--- config.mk ---
export PLATFORM = sky130hd
export DESIGN_NAME = bmf_ctrl
export DESIGN_NICKNAME = d
export VERILOG_FILES = /design/src/design/bmf_pkg.sv /design/src/design/bmf_ctrl.sv
export SDC_FILE = /design/constraint.sdc
export NUM_CORES = 1
export LEC_CHECK = 0
export BUFFER_PORTS_ARGS = -buffer_cell sky130_fd_sc_hd__buf_2
export CAP_MARGIN = 25
export CORE_AREA = 2 2 39 41
export CTS_CLUSTER_DIAMETER = 40
export DETAILED_ROUTE_END_ITERATION = 16
export DIE_AREA = 0 0 41 43
export HOLD_SLACK_MARGIN = 0.06
export PLACE_DENSITY_LB_ADDON = 0.08
export SYNTH_ARGS = -nofsm -noshare
export SYNTH_HDL_FRONTEND = slang
export SYNTH_SLANG_ARGS = --single-unit
--- constraint.sdc ---
create_clock -name clk -period 2 [get_ports clk]
set_input_delay 0.4 -clock clk [delete_from_list [all_inputs] [get_ports clk]]
set_output_delay 0.4 -clock clk [all_outputs]
set_load 0.02 [all_outputs]
--- src/design/bmf_pkg.sv ---
// shared constants, types and codes of the bounded message fifo
package bmf_pkg;

  localparam int DEPTH  = 16;
  localparam int ELEMSZ = 64;

  localparam int SLOT_W = (DEPTH > 1) ? $clog2(DEPTH) : 1;
  localparam int CNT_W  = $clog2(DEPTH + 1);
  localparam int LEN_W  = 7;
  localparam int BYTE_W = 8;
  localparam int ADDR_W = (DEPTH * ELEMSZ > 1) ? $clog2(DEPTH * ELEMSZ) : 1;

  localparam logic OP_WRITE = 1'b0;
  localparam logic OP_READ  = 1'b1;

  typedef enum logic [1:0] {
    ST_OK    = 2'd0,
    ST_FULL  = 2'd1,
    ST_EMPTY = 2'd2
  } status_t;

  typedef enum logic [1:0] {
    S_IDLE,
    S_RD_LEN,
    S_RD_BYTE
  } state_t;

  typedef struct packed {
    logic wr_item;
    logic rd_start;
    logic rd_len_load;
    logic rd_emit;
    logic empty_emit;
  } cmd_t;

  typedef struct packed {
    logic empty;
    logic out_free;
    logic rd_last;
  } stat_t;

endpackage

--- src/design/bmf_ctrl.sv ---
// controller state machine of the bounded message fifo
module bmf_ctrl (
  input  logic           clk,
  input  logic           rst_n,
  input  logic           in_valid,
  input  logic           in_op,
  output logic           in_stall,
  input  bmf_pkg::stat_t stat,
  output bmf_pkg::cmd_t  cmd
);
  import bmf_pkg::*;

  state_t state_r, state_nxt;
  logic   take;

  assign take     = (state_r == S_IDLE) && in_valid && stat.out_free;
  assign in_stall = !((state_r == S_IDLE) && stat.out_free);

  always_ff @(posedge clk) begin
    if (!rst_n) begin
      state_r <= S_IDLE;
    end else begin
      state_r <= state_nxt;
    end
  end

  always_comb begin
    state_nxt = state_r;
    case (state_r)
      S_IDLE: begin
        if (take && (in_op == OP_READ) && !stat.empty) begin
          state_nxt = S_RD_LEN;
        end
      end
      S_RD_LEN: begin
        state_nxt = S_RD_BYTE;
      end
      S_RD_BYTE: begin
        if (stat.out_free && stat.rd_last) begin
          state_nxt = S_IDLE;
        end
      end
      default: state_nxt = S_IDLE;
    endcase
  end

  always_comb begin
    cmd = '0;
    case (state_r)
      S_IDLE: begin
        cmd.wr_item    = take && (in_op == OP_WRITE);
        cmd.rd_start   = take && (in_op == OP_READ) && !stat.empty;
        cmd.empty_emit = take && (in_op == OP_READ) && stat.empty;
      end
      S_RD_LEN: begin
        cmd.rd_len_load = 1'b1;
      end
      S_RD_BYTE: begin
        cmd.rd_emit = stat.out_free;
      end
      default: cmd = '0;
    endcase
  end

endmodule

# Word level (Yosys, flattened, before mapping)
# Index checks and enable logic that the tools add are counted.
# classes
bitwise_logic	1
multipliers	0
magnitude_cmp	0
add_sub_neg	0
n_reduce_logical	12
n_shift	0
n_eq_ne	4
div	0
mux	7
# ops
cell	n
$logic_and A1 B1 Y1	8
$mux W2	3
$pmux W2 S3	1
$mux W1	3
$eq A2 B1 Y1 const B	1
$eq A2 B2 Y1 const B	1
$logic_not A1 Y1	2
$logic_not A2 Y1	1
$ne A2 B1 Y1 const B	1
$ne A2 B2 Y1 const B	1
$reduce_and A2 Y1	1
$not A1 Y1	1
# totals
rom_bits	0
wordCells	25
input_bits	7
mem_bits_rw	0
ff_bits	2
latch_bits	0
n_memories	0

# Logic depth before layout (Yosys ltp)
# depth
word_depth	7
depth_mapped	3
mapped_depth_nobuf	3

# Worst setup path before layout
# Ideal clock, no wire load.
# synth_path
kind	input port to output port
from	input in_valid
to	output cmd[3] (netlist bit)
arrival_time_ps	923
slack_ps	677
cell_stages	3
required_ps	1600
path_buffers	0
path_cell_list	and4bb_1 > nand2_1 > nor2_1
# synth_rtl
element	line_no	source
start: declaration	bmf_ctrl.sv:5	input logic in_valid,
end: declaration	bmf_ctrl.sv:9	output bmf_pkg::cmd_t cmd

==> results.sh <==
export IMPL_cts_max_path_buffers=2
export IMPL_min_path_type="in -> reg"
export IMPL_setup_tns_ns=0
export IMPL_drtIter0Drc=1
export IMPL_synth_top_cell_by_area="dfxtp_1"
export IMPL_cap_viol_max_count=0
export IMPL_cts_clk_slew_worst_paths_ns=0.03
export IMPL_firstDrtPassIters=3
export IMPL_hpwl_um=321.7
export IMPL_worstPathRequired_ns=1.60
export IMPL_viasPerCell=3.574
export IMPL_crit_path_end_kind="primary output"
export IMPL_initial_core_util_pct=9.946
export IMPL_grt_max_degree=7
export IMPL_synthesis_area_sq_um=137.6
export IMPL_synthDominantCellAreaShare_pct=29.09
export IMPL_remaining_drc_errors=0
export IMPL_peakVddDrop_mv=0.1992
export IMPL_tightest_slew_ns=0.1935
export IMPL_reg_top3="state_r: 2 flops"
export IMPL_row_count=14
export IMPL_insertion_delay_ns=0.22
export IMPL_filler_cell_count=175
export IMPL_critical_path_arrival_ns=1.14
export IMPL_synthTopCellsByCount="2 x dfxtp_1, 2 x nand2_1, 2 x nor2_1"
export IMPL_fin_worst_skew_ns=0.002838
export IMPL_globalplace_congestion=0.5461
export IMPL_die_h_um=43
export IMPL_start_kind="register"
export IMPL_synth_edf_count=0
export IMPL_finalCritPeriodShare_pct=76.84
export IMPL_p_per_area_mw_per_mm2=652.1
export IMPL_largest_reg_flops=2
export IMPL_yosysWarnings=0
export IMPL_post_cts_buffers=0
export IMPL_fmaxAchievable_mhz=650.7
export IMPL_io_buffer_count=12
export IMPL_critical_path_max_stage_delay_ns=0.33
export IMPL_finalMaxSlewViolations=0
export IMPL_ys_types=14
export IMPL_antenna_found_initial=0
export IMPL_pre_cts_ws_ns=0.5480
export IMPL_fin_area_sq_um=232.7
export IMPL_grt_overflow_total=0
export IMPL_cts_sinks=2
export IMPL_area_sequential_sq_um=40.04
export IMPL_async_flop_share_pct=0
export IMPL_syn_area_per_cell_sq_um=8.096
export IMPL_status="completed"
export IMPL_wl_um=365
export IMPL_n_antenna_cell=0
export IMPL_final_layout_size_suffix_gt1_share_pct=51.61
export IMPL_rsz0062_at_grt="no"
export IMPL_hold_buffers=0
export IMPL_postRouteAntennaNets=0
export IMPL_crit_chain="and4bb_1, and3_1, buf_2"
export IMPL_die_w_um=41
export IMPL_slew_headroom_pct=87.02
export IMPL_cpMaxStageDelayCell="dfxtp_1"
export IMPL_hold_viol=0
export IMPL_cts_max_level=1
export IMPL_power_leakage_nw=0.1207
export IMPL_synth_area_leaders="dfxtp_1 29%, and4bb_1 9.1%, and2b_2 6.4%"
export IMPL_period_needed_ns=1.537
export IMPL_cts_root_buf="clkbuf_4"
export IMPL_finalSetupViolations=0
export IMPL_dpl_cell_area_sq_um=210.2
export IMPL_synthToLayoutAreaGrowth_pct=69.09
export IMPL_wl_per_cell_um=7.766
export IMPL_synth_seq_area_share_pct=29.09
export IMPL_finalPower_mw=0.1518
export IMPL_fp_dieArea_sq_mm=0.001763
export IMPL_synth_seq_cells=2
export IMPL_crit_fanout=6
export IMPL_crit_type="reg -> out"
export IMPL_num_io_pins=13
export IMPL_top_register="state_r"
export IMPL_grt_first_pass_wirelength_um=489
export IMPL_synthCells=17
export IMPL_cts_tree="done"
export IMPL_groute_usage_overall_pct=4.509
export IMPL_grt_pass1_vias=138
export IMPL_synth_flop_cell="dfxtp_1"
export IMPL_cts_buffers=3
export IMPL_vias=168
export IMPL_timing_final_ws_setup_ns=0.4632
export IMPL_syn_nets=24
export IMPL_cts_resized=0
export IMPL_multi_input_area_sq_um=86.33
export IMPL_fin_nets=40
export IMPL_core_area_sq_mm=0.001384
-- worst paths after layout --
check	start	endpoint	slack [ns]	cells past startpoint
worst max register to register	state_r[1]$_SDFFE_PN0P_	state_r[1]$_SDFFE_PN0P_	1.17	2
worst min-delay path	stat[2]	state_r[0]$_SDFFE_PN0P_	0.37	2
worst min register to register	state_r[1]$_SDFFE_PN0P_	state_r[0]$_SDFFE_PN0P_	0.61	3
worst max-delay path	state_r[0]$_SDFFE_PN0P_	cmd[0]	0.46	3
-- kinds of logic after synthesis --
family          Yosys count  share of synthesized area [%]
simple gates             11                          51.83
buf+inv                   2                          8.181
compound gates            2                          10.91
flops                     2                          29.09
-- report_power, final --
| part | total, mW | leakage, nW | internal [mW] | switching [mW] |
|---|---|---|---|---|
| logic | 0.0237 | 0.0908 | 0.0107 | 0.0130 |
| clock network | 0.0865 | 0.0138 | 0.0660 | 0.0205 |
| registers | 0.0415 | 0.0162 | 0.0410 | 0.000572 |
| total | 0.152 | 0.121 | 0.118 | 0.0341 |
-- cell usage in the layout (no fill, tap or decap) --
cell	n
buf_2	12
clkbuf_4	3
nand2_1	2
nor2_1	2
dfxtp_1	2
and2b_2	1
and4bb_1	1
inv_1	1
nand3b_1	1
nand4b_1	1
and3_1	1
nor3b_1	1
a211oi_1	1
o21a_1	1
nor3_1	1
-- layout make-up --
| cell class | instances | area share (%) |
|---|---|---|
| tap | 16 | 8.602 |
| multi-input combinational | 13 | 37.10 |
| sequential | 2 | 17.20 |
| timing repair buffer | 12 | 25.81 |
| clock buffer | 3 | 9.677 |
| inverter | 1 | 1.613 |
-- worst max-delay path, delay by kind of cell (launching register included) --
kind	cells	cell delay [ns]
and+or+nand+nor	2	0.44
DFF	1	0.33
buffers and inverters	1	0.16
-- per-layer routing --
| metal | routed length (um) | global-route usage [%] | vias up |
|---|---|---|---|
| li1 | - | - | 91 |
| met1 | 138 | 3.514 | 72 |
| met2 | 183 | 6.875 | 5 |
| met3 | 43 | 4.712 | 0 |
| met4 | 0 | 2.000 | 0 |
| met5 | 0 | 0 | - |
-- through the flow --
stage,hold WS [ns],utilization (%),cells
2_1_floorplan,0.4766,-,17
3_3_place_gp,0.6045,15.19,44
3_5_place_dp,0.5979,15.19,44
4_1_cts,0.3625,16.82,47
5_1_grt,0.3727,16.82,47
6_report,0.3693,16.82,47
Note: power is estimated with default switching activity, not from simulation.
